File: src/hdl/tdps_pkg.sv
// ----------------------------------------------------------------------------
// tdps_pkg
// Shared types, constants and the set point scaling table for the
// table driven position sequencer.
// ----------------------------------------------------------------------------
package tdps_pkg;

   localparam int STEP_COUNT_DEF = 10;

   // Field widths fixed by the interface
   localparam int STEP_W     = 4;
   localparam int SETPT_W    = 8;
   localparam int DUR_W      = 8;
   localparam int BOUND_W    = 16;
   localparam int TEMP_W     = 16;
   localparam int VOLT_W     = 8;
   localparam int CNT_W      = 16;
   localparam int POS_W      = 10;
   localparam int LIMIT_W    = 12;

   // Set point scaling: position = setpoint * SCALE_NUM / SCALE_DEN
   localparam int SCALE_NUM  = 10000;
   localparam int SCALE_DEN  = 978;
   localparam int TICK_UNIT  = 10;
   localparam logic [7:0] POS_HI_MASK = 8'h03;
   localparam logic [7:0] POS_RESET   = 8'hFF;

   typedef enum logic [1:0] {
      RULE_TIME = 2'd0,
      RULE_TEMP = 2'd1,
      RULE_VOLT = 2'd2
   } rule_type;

   typedef enum logic {
      MODE_TICK = 1'b0,
      MODE_LOAD = 1'b1
   } mode_type;

   // One stored step, already in the form the tick path needs
   typedef struct packed {
      logic [POS_W-1:0]          pos;
      logic [1:0]                rule;
      logic                      last;
      logic [LIMIT_W-1:0]        limit;
      logic signed [BOUND_W-1:0] low;
      logic signed [BOUND_W-1:0] high;
   } entry_type;

   typedef struct packed {
      logic [7:0]        pos_lo;
      logic [7:0]        pos_hi;
      logic              written;
      logic [STEP_W-1:0] step;
   } result_type;

   typedef logic [POS_W-1:0] scale_lut_type [256];

   function automatic scale_lut_type build_scale_lut();
      scale_lut_type lut;
      for (int i = 0; i < 256; i++) begin
         lut[i] = POS_W'((i * SCALE_NUM) / SCALE_DEN);
      end
      return lut;
   endfunction

   localparam scale_lut_type POS_SCALE = build_scale_lut();

endpackage

File: src/hdl/tdps_step_table.sv
// ----------------------------------------------------------------------------
// tdps_step_table
// Step table storage. A load writes the scaled entry at its own index and its
// next id into the jump slot of the entry before it, so a tick reads
// everything it needs at a single index.
// ----------------------------------------------------------------------------
module tdps_step_table
   import tdps_pkg::*;
#(
   parameter int STEP_COUNT = STEP_COUNT_DEF
) (
   input  logic                      clock,
   input  logic                      load_en,
   input  logic [STEP_W-1:0]         load_index,
   input  logic [STEP_W-1:0]         load_next_id,
   input  logic [SETPT_W-1:0]        load_position,
   input  logic [1:0]                load_rule,
   input  logic                      load_last,
   input  logic [DUR_W-1:0]          load_duration,
   input  logic signed [BOUND_W-1:0] load_low,
   input  logic signed [BOUND_W-1:0] load_high,
   input  logic [STEP_W-1:0]         rd_index,
   output entry_type                 rd_entry,
   output logic [STEP_W-1:0]         rd_jump_id
);

   localparam int IDX_W = (STEP_COUNT > 1) ? $clog2(STEP_COUNT) : 1;
   localparam logic [STEP_W:0] COUNT_EXT = (STEP_W + 1)'(STEP_COUNT);
   localparam logic [IDX_W-1:0] LAST_IDX = IDX_W'(STEP_COUNT - 1);

   entry_type         entry_mem [STEP_COUNT];
   logic [STEP_W-1:0] jump_mem  [STEP_COUNT];

   logic              in_range;
   logic [IDX_W-1:0]  wr_idx;
   logic [IDX_W-1:0]  jump_idx;
   entry_type         wr_entry;

   assign in_range = {1'b0, load_index} < COUNT_EXT;
   assign wr_idx   = load_index[IDX_W-1:0];
   // the slot before entry zero is the last one
   assign jump_idx = (wr_idx == '0) ? LAST_IDX : wr_idx - 1'b1;

   always_comb begin
      wr_entry.pos   = POS_SCALE[load_position];
      wr_entry.rule  = load_rule;
      wr_entry.last  = load_last;
      wr_entry.limit = LIMIT_W'(load_duration) * LIMIT_W'(TICK_UNIT);
      wr_entry.low   = load_low;
      wr_entry.high  = load_high;
   end

   always_ff @(posedge clock) begin
      if (load_en && in_range) begin
         entry_mem[wr_idx] <= wr_entry;
         jump_mem[jump_idx] <= load_next_id;
      end
   end

   assign rd_entry   = entry_mem[rd_index[IDX_W-1:0]];
   assign rd_jump_id = jump_mem[rd_index[IDX_W-1:0]];

endmodule

File: src/hdl/tdps_step_engine.sv
// ----------------------------------------------------------------------------
// tdps_step_engine
// Sequencer state: step id, tick counter and position registers. Evaluates
// one tick against the current table entry and produces the result.
// ----------------------------------------------------------------------------
module tdps_step_engine
   import tdps_pkg::*;
#(
   parameter int STEP_COUNT = STEP_COUNT_DEF
) (
   input  logic                     clock,
   input  logic                     reset,
   input  logic                     fire,
   input  logic                     mode,
   input  logic                     seq_enable,
   input  logic signed [TEMP_W-1:0] temp_sample,
   input  logic signed [VOLT_W-1:0] volt_sample,
   input  entry_type                entry,
   input  logic [STEP_W-1:0]        jump_id,
   output logic [STEP_W-1:0]        step_id,
   output result_type               result
);

   localparam logic [STEP_W:0] COUNT_EXT = (STEP_W + 1)'(STEP_COUNT);

   logic [STEP_W-1:0] step_ff, step_in;
   logic [CNT_W-1:0]  cnt_ff, cnt_in;
   logic [7:0]        pos_lo_ff, pos_lo_in;
   logic [7:0]        pos_hi_ff, pos_hi_in;

   logic                      is_tick;
   logic                      run;
   logic signed [BOUND_W-1:0] volt_ext;
   logic                      temp_ok;
   logic                      volt_ok;
   logic                      in_window;
   logic                      wr_pos;
   logic                      jump;
   logic [CNT_W-1:0]          cnt_inc;
   logic                      expire;

   assign is_tick  = (mode == MODE_TICK);
   assign run      = is_tick && seq_enable && ({1'b0, step_ff} < COUNT_EXT);
   assign volt_ext = BOUND_W'(volt_sample);
   assign temp_ok  = (temp_sample >= entry.low) && (temp_sample <= entry.high);
   assign volt_ok  = (volt_ext >= entry.low) && (volt_ext <= entry.high);

   always_comb begin
      case (entry.rule)
         RULE_TEMP: in_window = temp_ok;
         RULE_VOLT: in_window = volt_ok;
         default:   in_window = 1'b0;
      endcase
   end

   assign wr_pos  = run && ((entry.rule == RULE_TIME) || in_window);
   assign jump    = run && in_window;
   // a window jump clears the counter before it advances
   assign cnt_inc = (jump ? '0 : cnt_ff) + 1'b1;
   assign expire  = cnt_inc >= CNT_W'(entry.limit);

   always_comb begin
      step_in   = step_ff;
      cnt_in    = cnt_ff;
      pos_lo_in = pos_lo_ff;
      pos_hi_in = pos_hi_ff;
      if (is_tick && !seq_enable) begin
         step_in = '0;
      end else if (run) begin
         if (expire) begin
            step_in = entry.last ? '0 : jump_id;
            cnt_in  = '0;
         end else begin
            if (jump) begin
               step_in = jump_id;
            end
            cnt_in = cnt_inc;
         end
      end
      if (wr_pos) begin
         pos_lo_in = entry.pos[7:0];
         pos_hi_in = 8'(entry.pos >> 8) & POS_HI_MASK;
      end
   end

   always_ff @(posedge clock) begin
      if (reset) begin
         step_ff   <= '0;
         cnt_ff    <= '0;
         pos_lo_ff <= POS_RESET;
         pos_hi_ff <= POS_RESET;
      end else if (fire) begin
         step_ff   <= step_in;
         cnt_ff    <= cnt_in;
         pos_lo_ff <= pos_lo_in;
         pos_hi_ff <= pos_hi_in;
      end
   end

   assign step_id = step_ff;

   always_comb begin
      result.pos_lo  = pos_lo_in;
      result.pos_hi  = pos_hi_in;
      result.written = wr_pos;
      result.step    = step_in;
   end

endmodule

File: src/hdl/table_driven_position_sequencer.sv
// ----------------------------------------------------------------------------
// table_driven_position_sequencer
// Runs a loadable step table of valve positions, one tick per request.
//
//   channel   direction  handshake              payload
//   req_      in         req_valid / req_ready  mode, entry fields, samples
//   rsp_      out        rsp_valid / rsp_ready  position bytes, written, step
//   csr_      in         csr_wr_en              csr_wr_data (seq_enable)
//
// One request per clock sustained while responses are taken; a response is
// valid after its request has passed the input register, then the result
// register. The table lookup, window compare and counter update sit between
// those two registers; sequencer state updates as the item leaves the input
// register, so each item sees the state left by the one before.
// A stalled response holds the input register; ready falls only when both
// registers are full. Reset clears step, counter and enable and sets both
// position bytes to 0xFF; table contents are undefined until loaded.
// ----------------------------------------------------------------------------
module table_driven_position_sequencer
   import tdps_pkg::*;
#(
   parameter int STEP_COUNT = STEP_COUNT_DEF
) (
   input  logic                      clock,
   input  logic                      reset,
   input  logic                      req_valid,
   output logic                      req_ready,
   input  logic                      req_mode,
   input  logic [STEP_W-1:0]         req_entry_index,
   input  logic [STEP_W-1:0]         req_entry_next_id,
   input  logic [SETPT_W-1:0]        req_entry_position,
   input  logic [1:0]                req_entry_rule,
   input  logic                      req_entry_last,
   input  logic [DUR_W-1:0]          req_entry_duration,
   input  logic signed [BOUND_W-1:0] req_entry_low,
   input  logic signed [BOUND_W-1:0] req_entry_high,
   input  logic signed [TEMP_W-1:0]  req_temp_sample,
   input  logic signed [VOLT_W-1:0]  req_volt_sample,
   output logic                      rsp_valid,
   input  logic                      rsp_ready,
   output logic [7:0]                rsp_position_low,
   output logic [7:0]                rsp_position_high,
   output logic                      rsp_position_written,
   output logic [STEP_W-1:0]         rsp_current_step,
   input  logic                      csr_wr_en,
   input  logic                      csr_wr_data
);

   logic seq_enable_ff;

   // input register
   logic                      in_valid_ff;
   logic                      mode_ff;
   logic [STEP_W-1:0]         index_ff;
   logic [STEP_W-1:0]         next_id_ff;
   logic [SETPT_W-1:0]        position_ff;
   logic [1:0]                rule_ff;
   logic                      last_ff;
   logic [DUR_W-1:0]          duration_ff;
   logic signed [BOUND_W-1:0] low_ff;
   logic signed [BOUND_W-1:0] high_ff;
   logic signed [TEMP_W-1:0]  temp_ff;
   logic signed [VOLT_W-1:0]  volt_ff;

   // result register
   logic       rsp_valid_ff;
   result_type rsp_ff;

   logic              req_xfer;
   logic              fire;
   logic              load_en;
   logic [STEP_W-1:0] step_id;
   entry_type         cur_entry;
   logic [STEP_W-1:0] jump_id;
   result_type        result;

   // advance when the result register is free or drains this cycle
   assign fire      = in_valid_ff && (!rsp_valid_ff || rsp_ready);
   assign req_ready = !in_valid_ff || fire;
   assign req_xfer  = req_valid && req_ready;
   assign load_en   = fire && (mode_ff == MODE_LOAD);

   always_ff @(posedge clock) begin
      if (reset) begin
         seq_enable_ff <= 1'b0;
      end else if (csr_wr_en) begin
         seq_enable_ff <= csr_wr_data;
      end
   end

   always_ff @(posedge clock) begin
      if (reset) begin
         in_valid_ff <= 1'b0;
      end else if (req_ready) begin
         in_valid_ff <= req_valid;
      end
   end

   always_ff @(posedge clock) begin
      if (req_xfer) begin
         mode_ff     <= req_mode;
         index_ff    <= req_entry_index;
         next_id_ff  <= req_entry_next_id;
         position_ff <= req_entry_position;
         rule_ff     <= req_entry_rule;
         last_ff     <= req_entry_last;
         duration_ff <= req_entry_duration;
         low_ff      <= req_entry_low;
         high_ff     <= req_entry_high;
         temp_ff     <= req_temp_sample;
         volt_ff     <= req_volt_sample;
      end
   end

   tdps_step_table #(
      .STEP_COUNT (STEP_COUNT)
   ) u_table (
      .clock         (clock),
      .load_en       (load_en),
      .load_index    (index_ff),
      .load_next_id  (next_id_ff),
      .load_position (position_ff),
      .load_rule     (rule_ff),
      .load_last     (last_ff),
      .load_duration (duration_ff),
      .load_low      (low_ff),
      .load_high     (high_ff),
      .rd_index      (step_id),
      .rd_entry      (cur_entry),
      .rd_jump_id    (jump_id)
   );

   tdps_step_engine #(
      .STEP_COUNT (STEP_COUNT)
   ) u_engine (
      .clock       (clock),
      .reset       (reset),
      .fire        (fire),
      .mode        (mode_ff),
      .seq_enable  (seq_enable_ff),
      .temp_sample (temp_ff),
      .volt_sample (volt_ff),
      .entry       (cur_entry),
      .jump_id     (jump_id),
      .step_id     (step_id),
      .result      (result)
   );

   always_ff @(posedge clock) begin
      if (reset) begin
         rsp_valid_ff <= 1'b0;
      end else if (fire) begin
         rsp_valid_ff <= 1'b1;
      end else if (rsp_ready) begin
         rsp_valid_ff <= 1'b0;
      end
   end

   always_ff @(posedge clock) begin
      if (fire) begin
         rsp_ff <= result;
      end
   end

   assign rsp_valid            = rsp_valid_ff;
   assign rsp_position_low     = rsp_ff.pos_lo;
   assign rsp_position_high    = rsp_ff.pos_hi;
   assign rsp_position_written = rsp_ff.written;
   assign rsp_current_step     = rsp_ff.step;

endmodule

File: config.mk
export PLATFORM = sky130hd
export DESIGN_NAME = table_driven_position_sequencer
export DESIGN_NICKNAME = d
export VERILOG_FILES = /design/src/hdl/tdps_pkg.sv /design/src/hdl/tdps_step_table.sv /design/src/hdl/tdps_step_engine.sv /design/src/hdl/table_driven_position_sequencer.sv
export SDC_FILE = /design/constraint.sdc
export NUM_CORES = 1
export LEC_CHECK = 0
export BUFFER_PORTS_ARGS = -buffer_cell sky130_fd_sc_hd__buf_2
export CAP_MARGIN = 15
export CORE_MARGIN = 2
export CORE_UTILIZATION = 40
export CTS_BUF_LIST = sky130_fd_sc_hd__clkbuf_4
export CTS_CLUSTER_SIZE = 25
export DETAILED_ROUTE_END_ITERATION = 12
export SLEW_MARGIN = 20
export SYNTH_ARGS = -nofsm -noshare
export SYNTH_HDL_FRONTEND = slang
export SYNTH_SLANG_ARGS = --single-unit
File: constraint.sdc
create_clock -name clock -period 10.1 [get_ports clock]
set_clock_uncertainty 0.2 [all_clocks]
set_input_delay 0.505 -clock clock [delete_from_list [all_inputs] [get_ports clock]]
set_output_delay 0.505 -clock clock [all_outputs]
set_load 0.1 [all_outputs]
* After elaboration in Yosys (flattened, before gate mapping)
Memories as Yosys holds them, arrays and structs flattened. A register that Yosys moved wholly into a read port is not among the register bits. Cells that the tools add are included.
Storage, ports and cells: logic and storage cells 83, bits in registers 144, output and inout bits 23, memory bits (read-only) 2560, memories 3, input bits 90, memory bits (writable) 600
Memory list:
- (no name shown) | depth 256, width 10, rd ports 1, clocked after Yosys merged registers in 0, write ports 0, RTL line tdps_step_table.sv:45 | wr_entry.pos = POS_SCALE[load_position];
- u_table.entry_mem | depth 10, width 56, rd ports 1, clocked after Yosys merged registers in 1, write ports 1, RTL line tdps_step_table.sv:31 | entry_type entry_mem [STEP_COUNT];
- u_table.jump_mem | depth 10, width 4, rd ports 1, clocked after Yosys merged registers in 1, write ports 1, RTL line tdps_step_table.sv:32 | logic [STEP_W-1:0] jump_mem [STEP_COUNT];
Operators by class: order comparisons 8, $add $sub $neg 2, multiply operators 1, equal/unequal tests 2, bitwise operators 3, reductions and logical operators 21, multiplexer cells 21
Operators by type and width (count):
- 4-bit 2-to-1 mux | 10
- 16-bit 2-to-1 mux | 2
- 10-bit 2-to-1 mux | 2
- 16-bit by 1-bit adder with 16-bit output, second input constant | 1
- 16-bit by 12-bit >= comparator with 1-bit output | 1
- 16-bit >= comparator | 1
- 8-bit by 16-bit >= comparator with 1-bit output | 1
- 16-bit <= comparator | 1
- 8-bit by 16-bit <= comparator with 1-bit output | 1
- 8-bit 2-to-1 mux | 2
- 1-bit logical AND | 11
- 8-bit by 3-bit multiplier with 11-bit output, second input constant | 1
- 9-bit >= comparator, second input constant | 1
- 8-bit inverter with 9-bit output | 1
- 4-bit < comparator, second input constant | 2
- 4-bit zero test | 1
- 1-bit 2-to-1 mux | 4
- 4-bit by 1-bit subtractor with 4-bit output, second input constant | 1
- 1-bit zero test | 3
- 1-bit logical OR | 3
- 3-bit AND reduction | 1
- 2-bit by 1-bit == test with 1-bit output, second input constant | 1
- 2-bit == test, second input constant | 1
- 2-bit zero test | 1
- other kinds (3) | 4

* Longest topological paths before layout
Gate-level depths: netlist of the first run.
depth in word-level cells 12, gate-level depth with buffers 33, depth with buffers taken out 27

* Hierarchy
From an unflattened synthesis of the first run, not the netlist that was laid out.
Unflattened totals: cell total of the unflattened synthesis 2177, area total of the unflattened synthesis 33433.3 µm²
By module, submodules not included:
- tdps_step_table | area each 26195.1 µm², sequential area each 18017.3 µm², instances 1, cells each 1568
- tdps_step_engine | area each 3942.5 µm², sequential area each 720.7 µm², instances 1, cells each 490
- table_driven_position_sequencer | area each 3295.7 µm², sequential area each 3213.1 µm², instances 1, cells each 119

* Worst setup path before layout of the first run
OpenSTA, ideal clock, no wires.
kind register to register, start reg rsp_valid_ff (netlist: rsp_valid), end mem u_table.entry_mem[0][0] (netlist name), enable pin, data arrival time 7265 ps, data required time 9289 ps, period minus slack after synthesis 8076 ps, setup slack 2024 ps, stages on the path, launching flop included 6, buffers on the path 0, cell sequence dfxtp_1 nor2b_1 nand2b_1 clkinv_1 nand3b_1 nor4_1
Between the ends: cells in the longest elaborated chain, start to end 7
Ends and longest elaborated chain:
- from (decl) | RTL line table_driven_position_sequencer.sv:66 | logic rsp_valid_ff;
- from (signal assigned) | RTL line table_driven_position_sequencer.sv:151 | rsp_valid_ff <= 1'b0;
- from (signal assigned) | RTL line table_driven_position_sequencer.sv:153 | rsp_valid_ff <= 1'b1;
- from (signal assigned) | RTL line table_driven_position_sequencer.sv:155 | rsp_valid_ff <= 1'b0;
- 1-bit zero test | RTL line table_driven_position_sequencer.sv:78 | assign fire = in_valid_ff && (!rsp_valid_ff || rsp_ready);
- 1-bit logical OR | RTL line table_driven_position_sequencer.sv:78
- 1-bit logical AND | RTL line table_driven_position_sequencer.sv:78
- net fire | RTL line table_driven_position_sequencer.sv:70 | logic fire;
- 1-bit logical AND | RTL line table_driven_position_sequencer.sv:81 | assign load_en = fire && (mode_ff == MODE_LOAD);
- 1-bit logical AND | RTL line tdps_step_table.sv:54 | if (load_en && in_range) begin
- 1-bit 2-to-1 mux | RTL line tdps_step_table.sv:54
- 1-bit 2-to-1 mux (implied by the code) | RTL line tdps_step_table.sv:55 | entry_mem[wr_idx] <= wr_entry;
- to (decl) | RTL line tdps_step_table.sv:31
The timed path passes the listed nets, and every way through them passes these cells.

==> results of run 1 <==
final cells by class:
cell class              count  area (um^2)  area share [%]
well taps                1060         1326           3.422
clock inverters            72        449.2           1.159
flip-flops and latches    748        22050           56.88
repair buffers            325         2661           6.867
clock buffers             260         1952           5.036
inverters                  30        112.6          0.2905
diodes                      1        2.502        0.006457
multi-input cells        1177        10210           26.34
through the flow:
| stage | hold WS [ns] | total power [mW] | instances | setup slack, ns | utilization [%] |
|---|---|---|---|---|---|
| final | 0.2466 | 6.452 | 3673 | 1.693 | 47.96 |
| after floorplan | 0.2181 | 3.793 | 2081 | 2.024 | - |
| after detailed placement | 0.2330 | 3.924 | 3160 | 1.800 | 42.74 |
| after global placement | 0.2245 | 3.911 | 3160 | 1.870 | 42.73 |
| after CTS | 0.2494 | 6.541 | 3671 | 1.756 | 47.93 |
| after global routing | 0.2772 | 6.745 | 3673 | 1.022 | 47.96 |
power breakdown:
group	switching, mW	internal [mW]
sequential	0.0454	3.46
combinational	0.246	0.165
clock	1.19	1.34
final timing paths:
path	start	endpoint	slack, ns
max	flop	rsp_current_step[1]	1.69
min	u_engine.pos_hi_ff[4]	u_engine.pos_hi_ff[4]	0.25
max reg2reg	flop	rsp_current_step[1]	1.69
min reg2reg	u_engine.pos_hi_ff[4]	u_engine.pos_hi_ff[4]	0.25
layer usage:
layer | global-route usage [%] | wire [um] | vias to the layer above
li1 | - | - | 9138
met1 | 23.53 | 33050 | 10060
met2 | 31.47 | 39240 | 601
met3 | 3.327 | 3434 | 113
met4 | 7.228 | 1724 | 6
met5 | 0 | 41 | -
cell families after synthesis:
kind of cell    synth area share (%)
flops                          67.20
simple gates                   5.656
xor+xnor                      0.5076
compound gates                 7.293
fa+ha+maj                      3.870
mux                            13.55
buf+inv                        1.923
what timing repair did:
action | 4_1_cts | 5_1_grt
hold endpoints to repair | 138 | 0
hold buffers | 179 | 0
gates resized for setup | 0 | 0
buffers inserted | 0 | 0
synthesized netlist by cell type (all sizes together) (8+ instances only):
master    n
nor3     15
nand2   129
and2     17
a211oi   27
o21ai   124
ha       99
a32o     11
dfxtp    43
and3     10
nand3    22
mux2     59
xor2      9
nor4      9
a21o     15
nand4    15
o211ai   11
edfxtp  705
nand2b   16
a31oi    10
xnor2    10
clkbuf   77
inv      27
nor2b    24
buf      49
mux2i    76
nor2    128
a21oi   117
mux4    134
o32ai     8
cells in the final DEF, fill, tap and decap left out, types with 7 or more instances in the layout:
cell type,Yosys,layout
dfxtp_1,43,39
nor4_1,9,7
buf_4,0,29
and2_1,17,16
nor2_1,127,119
a21o_1,15,15
o21ai_0,123,123
ha_1,99,99
nand2b_1,16,16
a21oi_1,117,117
xnor2_1,10,10
a31oi_1,10,10
inv_1,27,27
clkbuf_4,0,260
mux2_2,57,57
nor2_4,1,9
buf_2,24,112
nand3_1,22,22
o211ai_1,11,11
nand2_1,129,129
mux2i_1,76,76
xor2_1,9,9
nor3_1,15,15
a32o_1,11,11
dlygate4sd3_1,0,179
o32ai_1,8,8
mux4_2,134,134
nor2b_1,24,24
and3_1,9,9
clkinv_2,0,10
clkinv_1,3,52
a211oi_1,27,27
nand4_1,15,15
edfxtp_1,705,705
registers in the layout, indices dropped and copies added, names as in the netlist, 16 cells and up, named ones only:
register	count
temp_ff	16
low_ff	16
u_engine.cnt_ff	16
u_table.entry_mem	560
high_ff	16
u_table.jump_mem	40
==> summary.txt, run 1 <==
Status
  • Status: completed

Critical path
  • CP required: roughly 11 ns
  • Critical Path AT: about 8.9 ns
  • Crit Path Category: reg2reg
  • Buffers & Inverters on Critical Path: 1
  • CP startpoint kind: flop
  • Critical Path Max Stage Delay: roughly 0.67 ns
  • Slowest CP cell: a221oi_1
  • Crit path max-delay family: compound AO/OA/AOI/OAI gates
  • CP Depth: 27
  • Worst Setup End Kind: flop
  • R2R cell count: 27
  • CP Max Fanout: 20
  • Cell mode on critical path: nor2_1

Min path
  • Hold path cells: 1
  • HP Class: reg2reg

Floorplan
  • Initial Util: between 40% and 50%
  • Die area: 84270 um^2
  • Chip height: 290.3 um
  • IO Pins: around 110
  • Rows: approximately 100
  • Core area: ~80000 um^2
  • Die width: approximately 290 um

Logic synthesis
  • Top cell type by total area after synthesis: edfxtp_1
  • Top cells by area, synth: edfxtp_1, mux4_2, ha_1
  • Ys async rst share: 0%
  • Ys flop type: edfxtp_1
  • Post-synth net total: roughly 2300
  • Synthesized instance count: 2081
  • Seq/Total Area, Yosys: about two thirds
  • Mean Syn Cell Area: around 16 um^2
  • EDFF count, synth: 705
  • Synth top area share: between 60% and 70%
  • Synth Cell Area: 32790 um^2
  • FF+latch count, synth: 748
  • Yosys cell types: about 70
  • YS warnings: 0

Routing
  • Pre-antenna DRT Iters: 8
  • Vias per inst: 5.422
  • Via Count: between 15000 and 20000
  • Wire per inst: ~21 um
  • Routed WL: 77500 um
  • DRC marker count from the first detailed-route iteration: about 1500
  • Post-route ant nets: 0
  • DRC: 0

Pwr
  • PD cells: between 150 and 200 nW/um^2
  • Pleak: 12.98 nW
  • IR drop worst, VDD: roughly 100 uV

Clock network
  • CTS HTree Levels: 4
  • CTS Root Cell: clkbuf_4
  • CTS Buffer Depth: 3
  • CTS tree: done
  • CTS clk-pin slew, worst paths: approximately 0.07 ns
  • CTS Buf Count: 189
  • Skew-Pair Late Insertion Delay: 1.02 ns
  • Clock sink count: between 700 and 800

STA
  • Final Max Tran Viols: 0
  • Fin crit share: 83.24%
  • Tmin final: between 8 and 9 ns
  • Maximum clock frequency: around 120 MHz
  • Worst-margin pin slew: 1.102 ns
  • Relative slew slack: 26.52%
  • Setup TNS: 0 ns
  • RSZ-0062 raised after global routing: no
  • Hold Fails Final Rpt: 0
  • Final setup viols: 0

Run
  • Max-cap violations: 0

Global routing
  • First-pass GRT wire length: 119700 um
  • Antenna violations before repair: 4
  • GRT overflow: 0
  • Vias in the first global route: 20730
  • GRT Total Usage: 18.49%
  • Largest net degree at the start of global routing: 92

Place
  • Post-DP Area: roughly 35000 um^2
  • Port Buf Inserts: 112
  • Post-DP HPWL: around 44000 um
  • Gp weighted congestion: about 0.88

Cells and area
  • Nets: 2661
  • Area grow syn2layout: 18.22%
  • Layout cell share with drive strength beyond 1: roughly a quarter
  • Final Instance Area: approximately 39000 um^2
  • Filler cell count: between 6000 and 7000
Power figures use the tool's default switching activity.
==> run 2, diff against run 1 <==
clock period = 7.65 ns   (was 10.1 ns; I/O delays follow)
==> run 2 against run 1 <==
Routed wire length is 0.74% higher. Fmax is 19% higher. Hold slack worse by 0.0021 ns. Utilization is 0.44 points higher. Global-route usage is 0.063 points higher. Total power is 34% higher. Register-to-register slack worse by 1.1 ns. Via count is 0.76% higher.
==> summary.txt, run 2 (same netlist as run 1, synthesis figures left out) <==
Clock network
  • Clock sink count: 748 (unchanged)
  • CTS Buf Count: 192 (was 189)
  • CTS Root Cell: clkbuf_4 (unchanged)
  • CTS tree: done (unchanged)
  • CTS Buffer Depth: 3 (unchanged)
  • CTS clk-pin slew, worst paths: 0.06 ns (was 0.07 ns)
  • Skew-Pair Late Insertion Delay: 1.03 ns (was 1.02 ns)
  • CTS HTree Levels: 4 (unchanged)

Pwr
  • IR drop worst, VDD: 162.4 uV (was 104.9 uV)
  • Total power draw: 8.650 mW (was 6.452 mW)
  • Pleak: 13.18 nW (was 12.98 nW)
  • PD cells: 221.1 nW/um^2 (was 166.5 nW/um^2)

Critical path
  • CP startpoint kind: flop (unchanged)
  • Crit path max-delay family: compound AO/OA/AOI/OAI gates (unchanged)
  • Critical Path Max Stage Delay: 0.56 ns (was 0.67 ns)
  • R2R cell count: 28 (was 27)
  • Worst Setup End Kind: flop (unchanged)
  • Setup slack, reg-to-reg: 0.61 ns (was 1.69 ns)
  • CP Max Fanout: 49 (was 20)
  • Critical Path AT: 7.62 ns (was 8.93 ns)
  • Buffers & Inverters on Critical Path: 2 (was 1)
  • Crit Path Category: reg2reg (unchanged)
  • CP required: 8.23 ns (was 10.62 ns)
  • RR Endpoint: rsp_current_step[3] (was rsp_current_step[1])
  • Slowest CP cell: mux4_2 (was a221oi_1)

Place
  • Gp weighted congestion: 0.8704 (was 0.8838)
  • Post-DP HPWL: 44910 um (was 43870 um)
  • Post-DP Area: 34730 um^2 (was 34540 um^2)
  • Post-Place Worst Slack: 0.2903 ns (was 1.800 ns)
  • Port Buf Inserts: 112 (unchanged)

Cells and area
  • Area grow syn2layout: 19.31% (was 18.22%)
  • Max reg flops: 560 (unchanged)
  • Nets: 2686 (was 2661)
  • Largest reg by FF count: u_table.entry_mem (unchanged)
  • Top Registers: u_table.entry_mem: 560 flops, u_table.jump_mem: 40 flops (unchanged)
  • Layout cell share with drive strength beyond 1: 26.03% (was 24.66%)
  • Most common cell after layout, fill and taps aside: edfxtp_1 (unchanged)
  • Most frequent cells in the layout: edfxtp_1, clkbuf_4, dlygate4sd3_1, mux4_2, nand2_1 (unchanged)
  • Final Instance Area: 39120 um^2 (was 38760 um^2)

Floorplan
  • IO Pins: 113 (unchanged)
  • Core area: 80810 um^2 (unchanged)
  • Die width: 290.3 um (unchanged)
  • Die area: 84270 um^2 (unchanged)
  • Chip height: 290.3 um (unchanged)
  • Initial Util: 40.57% (unchanged)
  • Rows: 104 (unchanged)

Routing
  • Wire per inst: 21.03 um (was 21.10 um)
  • DRC marker count from the first detailed-route iteration: 1359 (was 1540)
  • Routed WL: 78070 um (was 77500 um)
  • Vias per inst: 5.405 (was 5.422)
  • Pre-antenna DRT Iters: 5 (was 8)
  • Post-route ant nets: 0 (unchanged)
  • DRC: 0 (unchanged)
  • Via Count: 20070 (was 19910)

Global routing
  • Antenna violations before repair: 3 (was 4)
  • Largest net degree at the start of global routing: 92 (unchanged)
  • GRT Total Usage: 18.56% (was 18.49%)
  • First-pass GRT wire length: 120200 um (was 119700 um)
  • Vias in the first global route: 20820 (was 20730)
  • GRT overflow: 0 (unchanged)

Status
  • Status: completed (unchanged)

STA
  • Final Max Tran Viols: 0 (unchanged)
  • Maximum clock frequency: 142.1 MHz (was 118.9 MHz)
  • Final setup viols: 0 (unchanged)
  • Hold Fails Final Rpt: 0 (unchanged)
  • Tmin final: 7.037 ns (was 8.407 ns)
  • Fin crit share: 91.98% (was 83.24%)
  • Final WS setup: 0.6135 ns (was 1.693 ns)
  • RSZ-0062 raised after global routing: no (unchanged)
  • Relative slew slack: 26.17% (was 26.52%)
  • Setup TNS: 0 ns (unchanged)
  • Worst-margin pin slew: 1.107 ns (was 1.102 ns)

Min path
  • Worst hold endpoint: u_engine.pos_hi_ff[4] (unchanged)
  • HP Class: reg2reg (unchanged)
  • Hold path cells: 1 (unchanged)
  • Hold path startpoint: u_engine.pos_hi_ff[4] (unchanged)

Run
  • Max-cap violations: 0 (unchanged)
## run 2: cell count changes in the layout (fill, tap and decap cells not counted), sizes merged
cell	previous run	this run
buf	146	167
bufinv	6	5
clkbuf	260	277
clkinv	63	59
clkinvlp	1	2
dlygate4sd3	179	180
inv	32	36
## run 2: layout make-up
class                   count  area, um^2
flip-flops and latches    748       22050
inverters                  30       112.6
repair buffers            347        2833
clock inverters            72       481.7
well taps                1060        1326
clock buffers             277        2079
fillers                  6894       41690
diodes                      1       2.502
multi-input cells        1177       10230
## run 2: power by group
part | internal, mW | switching (mW)
sequential | 4.57 | 0.0597
combinational | 0.221 | 0.324
clock | 1.85 | 1.62
## run 2: through the flow
| step | std cells | hold slack [ns] | utilization [%] |
|---|---|---|---|
| finish | 3712 | 0.2445 | 48.41 |
| global route | 3712 | 0.2676 | 48.41 |
| CTS | 3711 | 0.2361 | 48.38 |
| detailed placement | 3182 | 0.2312 | 42.98 |
| global placement | 3181 | 0.2256 | 42.96 |
| floorplan | 2081 | 0.2181 | - |
## run 2: timing repair
| item | CTS | global route |
|---|---|---|
| setup endpoints to repair | 0 | 13 |
| buffers inserted | 0 | 0 |
| hold endpoints to repair | 135 | 0 |
| hold buffers | 180 | 0 |
| resized for setup | 0 | 8 |
## run 2: worst max-delay path by stage
stage                                     end  slack, ns  cells after the start
after global routing      rsp_current_step[3]       0.05                     28
after detailed placement  rsp_current_step[1]       0.29                     28
after floorplan           rsp_current_step[1]       0.20                     31
after CTS                                flop       0.28                     29
final                     rsp_current_step[3]       0.61                     28
after global placement    rsp_current_step[3]       0.23                     28
## run 2: metal layers
| metal | part of all wire (%) | wire length (um) | vias to the layer above | GRT usage [%] |
|---|---|---|---|---|
| met4 | 1.4 | 1074 | 4 | 5.678 |
| met3 | 5.1 | 3978 | 106 | 3.778 |
| met5 | 0.027 | 21 | - | 0 |
| li1 | - | - | 9216 | - |
| met2 | 51 | 40050 | 569 | 32.15 |
| met1 | 42 | 32950 | 10170 | 23.45 |
